==> src/jdc_pkg.sv <==
`timescale 1ns / 1ps
// Shared constants, types and helper functions for the day count to date converter.
package jdc_pkg;

  localparam int unsigned DAY_W  = 32;
  localparam int unsigned JUL_W  = 22;  // every Julian-range count fits in 22 bits
  localparam int unsigned YEAR_W = 24;
  localparam int unsigned DOY_W  = 9;
  localparam int unsigned DOM_W  = 5;
  localparam int unsigned MON_W  = 4;
  localparam int unsigned OFF_W  = 7;   // days into the short 1582 Gregorian tail

  localparam logic [DAY_W-1:0] FIRST_GREG_DAY = 32'd2299161;
  localparam logic [DAY_W-1:0] FIRST_1583_DAY = 32'd2299239;
  localparam logic [DAY_W-1:0] BASE_1201_DAY  = 32'd2159717;

  localparam logic [17:0] GREG_400_DAYS = 18'd146097;
  localparam logic [15:0] GREG_100_DAYS = 16'd36524;
  localparam logic [10:0] JUL_CYCLE_DAYS = 11'd1461;
  localparam logic [10:0] YEAR_DAYS      = 11'd365;
  localparam logic [10:0] LEAP_DAYS      = 11'd366;

  // Reciprocals for constant division: floor(2^32 / 146097), floor(2^22 / 1461)
  localparam logic [14:0] RECIP_400  = 15'd29398;
  localparam logic [11:0] RECIP_1461 = 12'd2870;

  localparam logic [DOY_W-1:0]  OCT15_DOY       = 9'd287;
  localparam logic [YEAR_W-1:0] SWITCH_YEAR     = 24'd1582;
  localparam logic [YEAR_W-1:0] GREG_BASE_YEAR  = 24'd1201;
  localparam logic [12:0]       JUL_EPOCH_YEAR  = 13'd4712;

  typedef enum logic [1:0] {
    PATH_JUL  = 2'd0,
    PATH_MID  = 2'd1,
    PATH_GREG = 2'd2
  } path_t;

  // Sideband that rides along with the divide-by-1461 stages
  typedef struct packed {
    path_t             path;
    logic [OFF_W-1:0]  mid_off;
    logic [YEAR_W-1:0] base_year;
    logic              n100_top;
  } tag_t;

  typedef struct packed {
    tag_t             tag;
    logic [JUL_W-1:0] dividend;
  } split_t;

  typedef struct packed {
    tag_t        tag;
    logic [10:0] quot;
    logic [10:0] rem;
  } quot_t;

  // Day of year on which month m (0 = January) starts
  function automatic logic [DOY_W-1:0] month_start(input logic [MON_W-1:0] m,
                                                    input logic leap);
    logic [DOY_W-1:0] base;
    unique case (m)
      4'd0:    base = 9'd0;
      4'd1:    base = 9'd31;
      4'd2:    base = 9'd59;
      4'd3:    base = 9'd90;
      4'd4:    base = 9'd120;
      4'd5:    base = 9'd151;
      4'd6:    base = 9'd181;
      4'd7:    base = 9'd212;
      4'd8:    base = 9'd243;
      4'd9:    base = 9'd273;
      4'd10:   base = 9'd304;
      4'd11:   base = 9'd334;
      default: base = 9'd0;
    endcase
    return base + ((leap && (m >= 4'd2)) ? 9'd1 : 9'd0);
  endfunction

endpackage

==> src/jdc_chan_if.sv <==
`timescale 1ns / 1ps
// Valid/ready channel interfaces for day counts in and calendar dates out.
interface jdc_day_if import jdc_pkg::*; ();
  logic             valid;
  logic             ready;
  logic [DAY_W-1:0] day_count;

  modport source (output valid, output day_count, input ready);
  modport sink   (input valid, input day_count, output ready);
endinterface

interface jdc_date_if import jdc_pkg::*; ();
  logic              valid;
  logic              ready;
  logic [DOM_W-1:0]  day_of_month;
  logic [MON_W-1:0]  month_number;
  logic [YEAR_W-1:0] year_number;
  logic              before_christ;

  modport source (output valid, output day_of_month, output month_number,
                  output year_number, output before_christ, input ready);
  modport sink   (input valid, input day_of_month, input month_number,
                  input year_number, input before_christ, output ready);
endinterface

==> src/julian_day_to_calendar_date.sv <==
`timescale 1ns / 1ps
// Day count to calendar date converter, ten register stages deep.
// Throughput: one transaction per cycle; the whole pipeline advances together,
// held only while the output register is full and not taken.
// Reset: synchronous rst clears all stage valid bits; data registers are not reset.
module julian_day_to_calendar_date import jdc_pkg::*; (
  input logic         clk,
  input logic         rst,
  jdc_day_if.sink     day_in,
  jdc_date_if.source  date_out
);

  logic   advance;
  logic   split_valid;
  split_t split_data;
  logic   quot_valid;
  quot_t  quot_data;

  // advance when the output register is empty or being drained
  assign advance      = !date_out.valid || date_out.ready;
  assign day_in.ready = advance;

  jdc_cycle_split u_cycle_split (
    .clk       (clk),
    .rst       (rst),
    .advance   (advance),
    .in_valid  (day_in.valid),
    .day_count (day_in.day_count),
    .out_valid (split_valid),
    .out_data  (split_data)
  );

  jdc_div1461 u_div1461 (
    .clk       (clk),
    .rst       (rst),
    .advance   (advance),
    .in_valid  (split_valid),
    .in_data   (split_data),
    .out_valid (quot_valid),
    .out_data  (quot_data)
  );

  jdc_date_form u_date_form (
    .clk           (clk),
    .rst           (rst),
    .advance       (advance),
    .in_valid      (quot_valid),
    .in_data       (quot_data),
    .out_valid     (date_out.valid),
    .day_of_month  (date_out.day_of_month),
    .month_number  (date_out.month_number),
    .year_number   (date_out.year_number),
    .before_christ (date_out.before_christ)
  );

endmodule

==> src/jdc_cycle_split.sv <==
`timescale 1ns / 1ps
// Classifies the day count and splits Gregorian counts into 400 and 100 year cycles.
module jdc_cycle_split import jdc_pkg::*; (
  input  logic             clk,
  input  logic             rst,
  input  logic             advance,
  input  logic             in_valid,
  input  logic [DAY_W-1:0] day_count,
  output logic             out_valid,
  output split_t           out_data
);

  typedef struct packed {
    path_t            path;
    logic [OFF_W-1:0] mid_off;
    logic [JUL_W-1:0] jul;
  } side_t;

  // stage A: classify, rebase
  logic             a_valid;
  side_t            a_side;
  logic [DAY_W-1:0] a_diff;
  side_t            a_side_next;

  always_comb begin
    a_side_next.mid_off = OFF_W'(day_count - FIRST_GREG_DAY);
    a_side_next.jul     = day_count[JUL_W-1:0];
    priority if (day_count < FIRST_GREG_DAY) begin
      a_side_next.path = PATH_JUL;
    end else if (day_count < FIRST_1583_DAY) begin
      a_side_next.path = PATH_MID;
    end else begin
      a_side_next.path = PATH_GREG;
    end
  end

  always_ff @(posedge clk) begin
    if (advance) begin
      a_side <= a_side_next;
      a_diff <= day_count - BASE_1201_DAY;
    end
  end

  // stage B: reciprocal estimate of the 400 year quotient
  logic             b_valid;
  side_t            b_side;
  logic [DAY_W-1:0] b_diff;
  logic [14:0]      b_q;
  logic [46:0]      prod_400;

  assign prod_400 = 47'(a_diff) * 47'(RECIP_400);

  always_ff @(posedge clk) begin
    if (advance) begin
      b_side <= a_side;
      b_diff <= a_diff;
      b_q    <= prod_400[46:32];
    end
  end

  // stage C: partial remainder, below twice the cycle length
  logic        c_valid;
  side_t       c_side;
  logic [14:0] c_q;
  logic [18:0] c_rem;

  always_ff @(posedge clk) begin
    if (advance) begin
      c_side <= b_side;
      c_q    <= b_q;
      c_rem  <= 19'(b_diff - 32'(b_q) * 32'(GREG_400_DAYS));
    end
  end

  // stage D: correct the estimate
  logic        d_valid;
  side_t       d_side;
  logic [14:0] d_n400;
  logic [17:0] d_rem;

  always_ff @(posedge clk) begin
    if (advance) begin
      d_side <= c_side;
      if (c_rem >= 19'(GREG_400_DAYS)) begin
        d_n400 <= c_q + 15'd1;
        d_rem  <= 18'(c_rem - 19'(GREG_400_DAYS));
      end else begin
        d_n400 <= c_q;
        d_rem  <= 18'(c_rem);
      end
    end
  end

  // stage E: 100 year cycle, clamped so the last day of 400 years stays in slot 3
  logic [1:0]  n100;
  logic [15:0] rem_100;
  split_t      out_next;

  always_comb begin
    priority if (d_rem >= 18'(3 * GREG_100_DAYS)) begin
      n100 = 2'd3;
    end else if (d_rem >= 18'(2 * GREG_100_DAYS)) begin
      n100 = 2'd2;
    end else if (d_rem >= 18'(GREG_100_DAYS)) begin
      n100 = 2'd1;
    end else begin
      n100 = 2'd0;
    end
    rem_100 = 16'(d_rem - 18'(n100) * 18'(GREG_100_DAYS));

    out_next.tag.path      = d_side.path;
    out_next.tag.mid_off   = d_side.mid_off;
    out_next.tag.n100_top  = (n100 == 2'd3);
    out_next.tag.base_year = GREG_BASE_YEAR + YEAR_W'(d_n400) * YEAR_W'(400)
                             + YEAR_W'(n100) * YEAR_W'(100);
    out_next.dividend      = (d_side.path == PATH_JUL) ? d_side.jul : JUL_W'(rem_100);
  end

  always_ff @(posedge clk) begin
    if (advance) begin
      out_data <= out_next;
    end
  end

  always_ff @(posedge clk) begin
    if (rst) begin
      a_valid   <= 1'b0;
      b_valid   <= 1'b0;
      c_valid   <= 1'b0;
      d_valid   <= 1'b0;
      out_valid <= 1'b0;
    end else if (advance) begin
      a_valid   <= in_valid;
      b_valid   <= a_valid;
      c_valid   <= b_valid;
      d_valid   <= c_valid;
      out_valid <= d_valid;
    end
  end

`ifndef ASSERT_OFF
  a_rem_400_corrected: assert property (@(posedge clk) disable iff (rst)
    d_valid && (d_side.path == PATH_GREG) |-> d_rem < GREG_400_DAYS)
    else $error("400 year remainder out of range after correction");
`endif

endmodule

==> src/jdc_div1461.sv <==
`timescale 1ns / 1ps
// Three-stage divide by 1461 (four-year cycle) with reciprocal estimate and correction.
module jdc_div1461 import jdc_pkg::*; (
  input  logic   clk,
  input  logic   rst,
  input  logic   advance,
  input  logic   in_valid,
  input  split_t in_data,
  output logic   out_valid,
  output quot_t  out_data
);

  // stage F: quotient estimate, low by at most one
  logic             f_valid;
  tag_t             f_tag;
  logic [JUL_W-1:0] f_x;
  logic [11:0]      f_q;
  logic [33:0]      prod_1461;

  assign prod_1461 = 34'(in_data.dividend) * 34'(RECIP_1461);

  always_ff @(posedge clk) begin
    if (advance) begin
      f_tag <= in_data.tag;
      f_x   <= in_data.dividend;
      f_q   <= prod_1461[33:22];
    end
  end

  // stage G: remainder below twice the cycle length
  logic        g_valid;
  tag_t        g_tag;
  logic [11:0] g_q;
  logic [11:0] g_rem;

  always_ff @(posedge clk) begin
    if (advance) begin
      g_tag <= f_tag;
      g_q   <= f_q;
      g_rem <= 12'(f_x - JUL_W'(f_q) * JUL_W'(JUL_CYCLE_DAYS));
    end
  end

  // stage H: correct
  always_ff @(posedge clk) begin
    if (advance) begin
      out_data.tag <= g_tag;
      if (g_rem >= 12'(JUL_CYCLE_DAYS)) begin
        out_data.quot <= 11'(g_q + 12'd1);
        out_data.rem  <= 11'(g_rem - 12'(JUL_CYCLE_DAYS));
      end else begin
        out_data.quot <= 11'(g_q);
        out_data.rem  <= 11'(g_rem);
      end
    end
  end

  always_ff @(posedge clk) begin
    if (rst) begin
      f_valid   <= 1'b0;
      g_valid   <= 1'b0;
      out_valid <= 1'b0;
    end else if (advance) begin
      f_valid   <= in_valid;
      g_valid   <= f_valid;
      out_valid <= g_valid;
    end
  end

`ifndef ASSERT_OFF
  a_rem_1461_corrected: assert property (@(posedge clk) disable iff (rst)
    out_valid && (out_data.tag.path != PATH_MID) |-> out_data.rem < JUL_CYCLE_DAYS)
    else $error("four-year remainder out of range after correction");
`endif

endmodule

==> src/jdc_date_form.sv <==
`timescale 1ns / 1ps
// Forms year, era and day of year, then places the day in its month.
module jdc_date_form import jdc_pkg::*; (
  input  logic              clk,
  input  logic              rst,
  input  logic              advance,
  input  logic              in_valid,
  input  quot_t             in_data,
  output logic              out_valid,
  output logic [DOM_W-1:0]  day_of_month,
  output logic [MON_W-1:0]  month_number,
  output logic [YEAR_W-1:0] year_number,
  output logic              before_christ
);

  // stage I: year and day of year
  logic              i_valid;
  logic [DOY_W-1:0]  i_doy;
  logic              i_leap;
  logic [YEAR_W-1:0] i_year;
  logic              i_bc;

  logic [DOY_W-1:0]  doy_next;
  logic              leap_next;
  logic [YEAR_W-1:0] year_next;
  logic              bc_next;
  logic [1:0]        yr_off;
  logic [10:0]       yr_base;
  logic [12:0]       y4;

  always_comb begin
    doy_next  = '0;
    leap_next = 1'b0;
    year_next = '0;
    bc_next   = 1'b0;
    yr_off    = 2'd0;
    yr_base   = '0;
    y4        = '0;
    unique case (in_data.tag.path)
      PATH_JUL: begin
        // Julian four-year cycle opens with its leap year
        priority if (in_data.rem < LEAP_DAYS) begin
          yr_off  = 2'd0;
          yr_base = '0;
        end else if (in_data.rem < LEAP_DAYS + YEAR_DAYS) begin
          yr_off  = 2'd1;
          yr_base = LEAP_DAYS;
        end else if (in_data.rem < LEAP_DAYS + 2 * YEAR_DAYS) begin
          yr_off  = 2'd2;
          yr_base = LEAP_DAYS + YEAR_DAYS;
        end else begin
          yr_off  = 2'd3;
          yr_base = 11'(LEAP_DAYS + 2 * YEAR_DAYS);
        end
        doy_next  = DOY_W'(in_data.rem - yr_base);
        leap_next = (yr_off == 2'd0);
        y4        = {in_data.quot, 2'b00} + 13'(yr_off);
        if (y4 <= JUL_EPOCH_YEAR) begin
          bc_next   = 1'b1;
          year_next = YEAR_W'(JUL_EPOCH_YEAR + 13'd1 - y4);
        end else begin
          year_next = YEAR_W'(y4 - JUL_EPOCH_YEAR);
        end
      end
      PATH_MID: begin
        doy_next  = OCT15_DOY + DOY_W'(in_data.tag.mid_off);
        year_next = SWITCH_YEAR;
      end
      PATH_GREG: begin
        // Gregorian cycle closes with its leap year; clamp the last day into slot 3
        priority if (in_data.rem >= 3 * YEAR_DAYS) begin
          yr_off = 2'd3;
        end else if (in_data.rem >= 2 * YEAR_DAYS) begin
          yr_off = 2'd2;
        end else if (in_data.rem >= YEAR_DAYS) begin
          yr_off = 2'd1;
        end else begin
          yr_off = 2'd0;
        end
        yr_base   = 11'(11'(yr_off) * YEAR_DAYS);
        doy_next  = DOY_W'(in_data.rem - yr_base);
        leap_next = (yr_off == 2'd3) && ((in_data.quot != 11'd24) || in_data.tag.n100_top);
        year_next = in_data.tag.base_year + YEAR_W'({in_data.quot, 2'b00})
                    + YEAR_W'(yr_off);
      end
      default: begin
        doy_next  = '0;
        year_next = '0;
      end
    endcase
  end

  always_ff @(posedge clk) begin
    if (advance) begin
      i_doy  <= doy_next;
      i_leap <= leap_next;
      i_year <= year_next;
      i_bc   <= bc_next;
    end
  end

  // stage J: month search over the month start table
  logic [MON_W-1:0] mon_idx;
  logic [DOY_W-1:0] day_idx;

  always_comb begin
    mon_idx = '0;
    for (int m = 1; m < 12; m++) begin
      if (i_doy >= month_start(MON_W'(m), i_leap)) begin
        mon_idx = mon_idx + 4'd1;
      end
    end
    day_idx = i_doy - month_start(mon_idx, i_leap);
  end

  always_ff @(posedge clk) begin
    if (advance) begin
      day_of_month  <= DOM_W'(day_idx) + 5'd1;
      month_number  <= mon_idx + 4'd1;
      year_number   <= i_year;
      before_christ <= i_bc;
    end
  end

  always_ff @(posedge clk) begin
    if (rst) begin
      i_valid   <= 1'b0;
      out_valid <= 1'b0;
    end else if (advance) begin
      i_valid   <= in_valid;
      out_valid <= i_valid;
    end
  end

`ifndef ASSERT_OFF
  a_date_fields_legal: assert property (@(posedge clk) disable iff (rst)
    out_valid |-> (month_number >= 4'd1) && (month_number <= 4'd12)
                  && (day_of_month >= 5'd1) && (year_number != '0))
    else $error("result date fields out of range");

  a_stage_moves_to_output: assert property (@(posedge clk) disable iff (rst)
    i_valid && advance |=> out_valid)
    else $error("valid transaction dropped between last two stages");

  a_bc_only_julian: assert property (@(posedge clk) disable iff (rst)
    i_valid && advance && i_bc |=> before_christ && (year_number <= 24'd4713))
    else $error("BC year out of Julian range");
`endif

endmodule
==> src/flat_wrapper.sv <==
// flat-port wrapper written by rule: the top's interface ports become plain ports
module julian_day_to_calendar_date_flat import jdc_pkg::*;
  (clk, rst, day_in_valid, day_in_day_count, day_in_ready, date_out_valid, date_out_day_of_month, date_out_month_number, date_out_year_number, date_out_before_christ, date_out_ready);
  jdc_day_if day_in_i ();
  jdc_date_if date_out_i ();
  input logic clk;
  input logic rst;
  input wire logic [$bits(day_in_i.valid)-1:0] day_in_valid;
  input wire logic [$bits(day_in_i.day_count)-1:0] day_in_day_count;
  output wire logic [$bits(day_in_i.ready)-1:0] day_in_ready;
  output wire logic [$bits(date_out_i.valid)-1:0] date_out_valid;
  output wire logic [$bits(date_out_i.day_of_month)-1:0] date_out_day_of_month;
  output wire logic [$bits(date_out_i.month_number)-1:0] date_out_month_number;
  output wire logic [$bits(date_out_i.year_number)-1:0] date_out_year_number;
  output wire logic [$bits(date_out_i.before_christ)-1:0] date_out_before_christ;
  input wire logic [$bits(date_out_i.ready)-1:0] date_out_ready;
  assign day_in_i.valid = day_in_valid;
  assign day_in_i.day_count = day_in_day_count;
  assign day_in_ready = day_in_i.ready;
  assign date_out_valid = date_out_i.valid;
  assign date_out_day_of_month = date_out_i.day_of_month;
  assign date_out_month_number = date_out_i.month_number;
  assign date_out_year_number = date_out_i.year_number;
  assign date_out_before_christ = date_out_i.before_christ;
  assign date_out_i.ready = date_out_ready;
  julian_day_to_calendar_date u_core (.clk(clk), .rst(rst), .day_in(day_in_i), .date_out(date_out_i));
endmodule
==> config.mk <==
export PLATFORM = sky130hd
export DESIGN_NAME = julian_day_to_calendar_date_flat
export DESIGN_NICKNAME = d
export VERILOG_FILES = /design/src/jdc_pkg.sv /design/src/jdc_chan_if.sv /design/src/julian_day_to_calendar_date.sv /design/src/jdc_cycle_split.sv /design/src/jdc_div1461.sv /design/src/jdc_date_form.sv /design/src/flat_wrapper.sv
export SDC_FILE = /design/constraint.sdc
export NUM_CORES = 2
export LEC_CHECK = 0
export BUFFER_PORTS_ARGS = -buffer_cell sky130_fd_sc_hd__buf_2
export CORE_MARGIN = 4
export CORE_UTILIZATION = 55
export CTS_BUF_LIST = sky130_fd_sc_hd__clkbuf_16
export CTS_CLUSTER_DIAMETER = 120
export DETAILED_ROUTE_END_ITERATION = 8
export PLACE_DENSITY = 0.67
export SYNTH_ARGS = -nofsm -noshare
export SYNTH_HDL_FRONTEND = slang
export SYNTH_SLANG_ARGS = --single-unit
==> constraint.sdc <==
create_clock -name clk -period 52.7 [get_ports clk]
set_input_delay 10.54 -clock clk [delete_from_list [all_inputs] [get_ports clk]]
set_output_delay 10.54 -clock clk [all_outputs]
set_load 0.1 [all_outputs]
==> impl_metrics.env <==
export IMPL_antenna_found_initial=4
export IMPL_ys_flop_type="edfxtp_1"
export IMPL_syn_nets=4422
export IMPL_grt_overflow=0
export IMPL_placed_cells=4430
export IMPL_fmax_mhz=43.69
export IMPL_slew_viol_final=0
export IMPL_fin_tns_setup_ns=0
export IMPL_initial_core_util_pct=55.41
export IMPL_finalCritPeriodShare_pct=43.44
export IMPL_fin_ws_ns=29.81
export IMPL_rows=101
export IMPL_drc=0
export IMPL_insertion_delay_ns=0.62
export IMPL_wire_per_inst_um=16.86
export IMPL_die_height_um=284.4
export IMPL_first_iter_violations=1109
export IMPL_cp_required_ns=42.16
export IMPL_drive_above_1_share_pct=5.767
export IMPL_cts_tree="built"
export IMPL_cpPeakStageDelay_ns=0.74
export IMPL_regArea_mm2=0.01645
export IMPL_viasPerCell=5.329
export IMPL_synth_area_top_cells="edfxtp_1 (39%), fa_1 (19%), ha_1 (18%), inv_1 (5.5%), xnor2_1 (4.0%)"
export IMPL_yosysWarningCount=0
export IMPL_crit_chain="buf_2 > nor2b_1 > inv_8 > buf_2"
export IMPL_setup_viol=0
export IMPL_via_count=24174
export IMPL_end_kind="output pin"
export IMPL_worstMarginPinSlew_ns=1.135
export IMPL_synthesis_instances=3408
export IMPL_finalWeightedCongestion=0.8722
export IMPL_final_util_pct=59.83
export IMPL_period_needed_ns=22.89
export IMPL_cts_resized=0
export IMPL_nets=4524
export IMPL_yosysMostFrequentCell="inv_1"
export IMPL_outcome="finished clean"
export IMPL_portBuffers=71
export IMPL_dr_pass1_iters=5
export IMPL_syn_to_final_growth_pct=7.966
export IMPL_final_cells=4536
export IMPL_crit_path_max_fanout=126
export IMPL_core_area_mm2=0.07582
export IMPL_fillers=5984
export IMPL_synth_common_cells="inv_1 (611), ha_1 (589), edfxtp_1 (541)"
export IMPL_multiInputGateArea_mm2=0.02313
export IMPL_clk_path_buf_depth=3
export IMPL_crit_top_cell="buf_2"
export IMPL_post_synth_top_area_fraction_pct=38.67
export IMPL_wirelength_mm=76.49
export IMPL_synth_cell_types=84
export IMPL_grt_max_degree=173
export IMPL_clock_skew_ns=0.02456
export IMPL_clkSlewWorstSetupHoldPaths_ns=0.07
export IMPL_maxSlewHeadroom_pct=24.31
export IMPL_dieWidth_um=284.4
export IMPL_ant_nets=0
export IMPL_ys_seq_elements=551
export IMPL_synth_edf_count=541
export IMPL_cts_buffers=56
export IMPL_clkSinkCount=551
export IMPL_dp_slack_ns=29.81
export IMPL_cap_violations=0
export IMPL_reg2reg_slack_ns=41.97
export IMPL_critPathKind="in -> out"
export IMPL_hold_viol_final=0
export IMPL_pin_count=72
export IMPL_netlist_area_mm2=0.04202
export IMPL_async_reset_ff_share_pct=0
export IMPL_hold_class="reg -> reg"
export IMPL_worstPathArrival_ns=12.35
export IMPL_fp_dieArea_mm2=0.08088
export IMPL_h_tree_depth=2
export IMPL_syn_area_per_cell_um2=12.33
export IMPL_dp_hpwl_mm=60.27
export IMPL_cts_setup_buffers=0
export IMPL_seq_area_frac_synth_pct=39.14
export IMPL_cts_hold_buf=0
export IMPL_grt_pass1_wl_mm=130.4
export IMPL_cts_root_buffer="clkbuf_16"
export IMPL_cp_start_kind="input pin"
export IMPL_rsz0062_at_grt="false"
export IMPL_grt_total_usage_pct=19.72
export IMPL_yosys_area_top_type="edfxtp_1"
export IMPL_grt_pass1_vias=26319
export IMPL_slowest_stage="nor2b_1"
-- registers in the layout, indices dropped and copies added (netlist names), 17 cells and up --
register	count
u_core.u_cycle_split.a_diff	30
u_core.u_cycle_split.a_side	31
u_core.u_cycle_split.b_diff	17
u_core.u_cycle_split.b_side	31
u_core.u_cycle_split.c_rem	19
u_core.u_cycle_split.c_side	31
u_core.u_cycle_split.d_rem	18
u_core.u_cycle_split.d_side	31
u_core.u_cycle_split.out_data	54
u_core.u_date_form.i_year	24
u_core.u_date_form.year_number	24
u_core.u_div1461.f_tag	32
u_core.u_div1461.g_tag	32
u_core.u_div1461.out_data	54
-- area by class of cell --
type / count / share of cell area, %
tap: 978 / 2.698
multi-input combinational: 2209 / 51.00
sequential: 551 / 36.25
inverter: 613 / 5.089
timing repair buffer: 79 / 0.9433
clock inverter: 46 / 0.8578
clock buffer: 57 / 3.144
antenna: 3 / 0.01655
-- metrics by stage --
| step | hold WS, ns | cell area, um^2 |
|---|---|---|
| global route | 0.3996 | 45360 |
| global placement | 0.4002 | 43540 |
| CTS | 0.3924 | 45350 |
| detailed placement | 0.4045 | 43540 |
| finish | 0.3976 | 45360 |
| floorplan | 0.4003 | 42020 |
-- per-layer routing --
layer | vias to the layer above | share of wire [%] | global-route usage [%]
met5 | - | 0.0092 | 0
met4 | 2 | 3.5 | 6.697
met3 | 140 | 3.1 | 2.406
met2 | 346 | 53 | 36.67
met1 | 11880 | 41 | 23.69
li1 | 11806 | - | -
-- cells by family after synthesis --
group / after synthesis / share of synthesized area (%)
DFF: 551 / 39.14
adders and majority gates: 978 / 36.08
xor gates and xnor gates: 287 / 6.257
AOI/OAI and AO/OA: 424 / 6.424
muxes: 13 / 0.3663
and+or+nand+nor: 507 / 5.932
buffers and inverters: 648 / 5.804
-- path summary, 6_finish.rpt --
| path | start | end | cells past startpoint |
|---|---|---|---|
| max reg2reg | u_core.u_date_form.i_leap$_SDFFCE_PN0P_ | u_core.u_date_form.day_of_month[4]$_DFFE_PP_ | 43 |
| min reg2reg | u_core.u_div1461.g_tag[6]$_DFFE_PP_ | u_core.u_div1461.out_data[28]$_DFFE_PP_ | 0 |
| max | date_out_ready | day_in_ready | 4 |
| min | u_core.u_div1461.g_tag[6]$_DFFE_PP_ | u_core.u_div1461.out_data[28]$_DFFE_PP_ | 0 |
-- worst max-delay path: cells and delay by family --
family,cells,cell delay (ns)
buf+inv,3,1.03
simple gates,1,0.74
-- layout by cell type, fill, tap and decap left out, types with 19 or more instances in the layout --
cell       netlist  routed
nand2_1        139     139
nor2_1         124     123
o21ai_0        101     101
edfxtp_1       541     541
o31ai_1         19      19
nand4_1         21      21
nand2b_1        29      29
a21oi_1        130     130
nor2b_1         22      22
inv_1          611     617
xor2_1          86      86
xnor2_1        192     192
nor3_1          39      39
buf_2            2      71
a21o_1          42      42
fa_1           389     389
nand3_1         37      37
clkbuf_16        0      57
ha_1           589     589
Power is not shown: default switching activity piles up to over one toggle a cycle in this logic, so the estimate is an artifact.
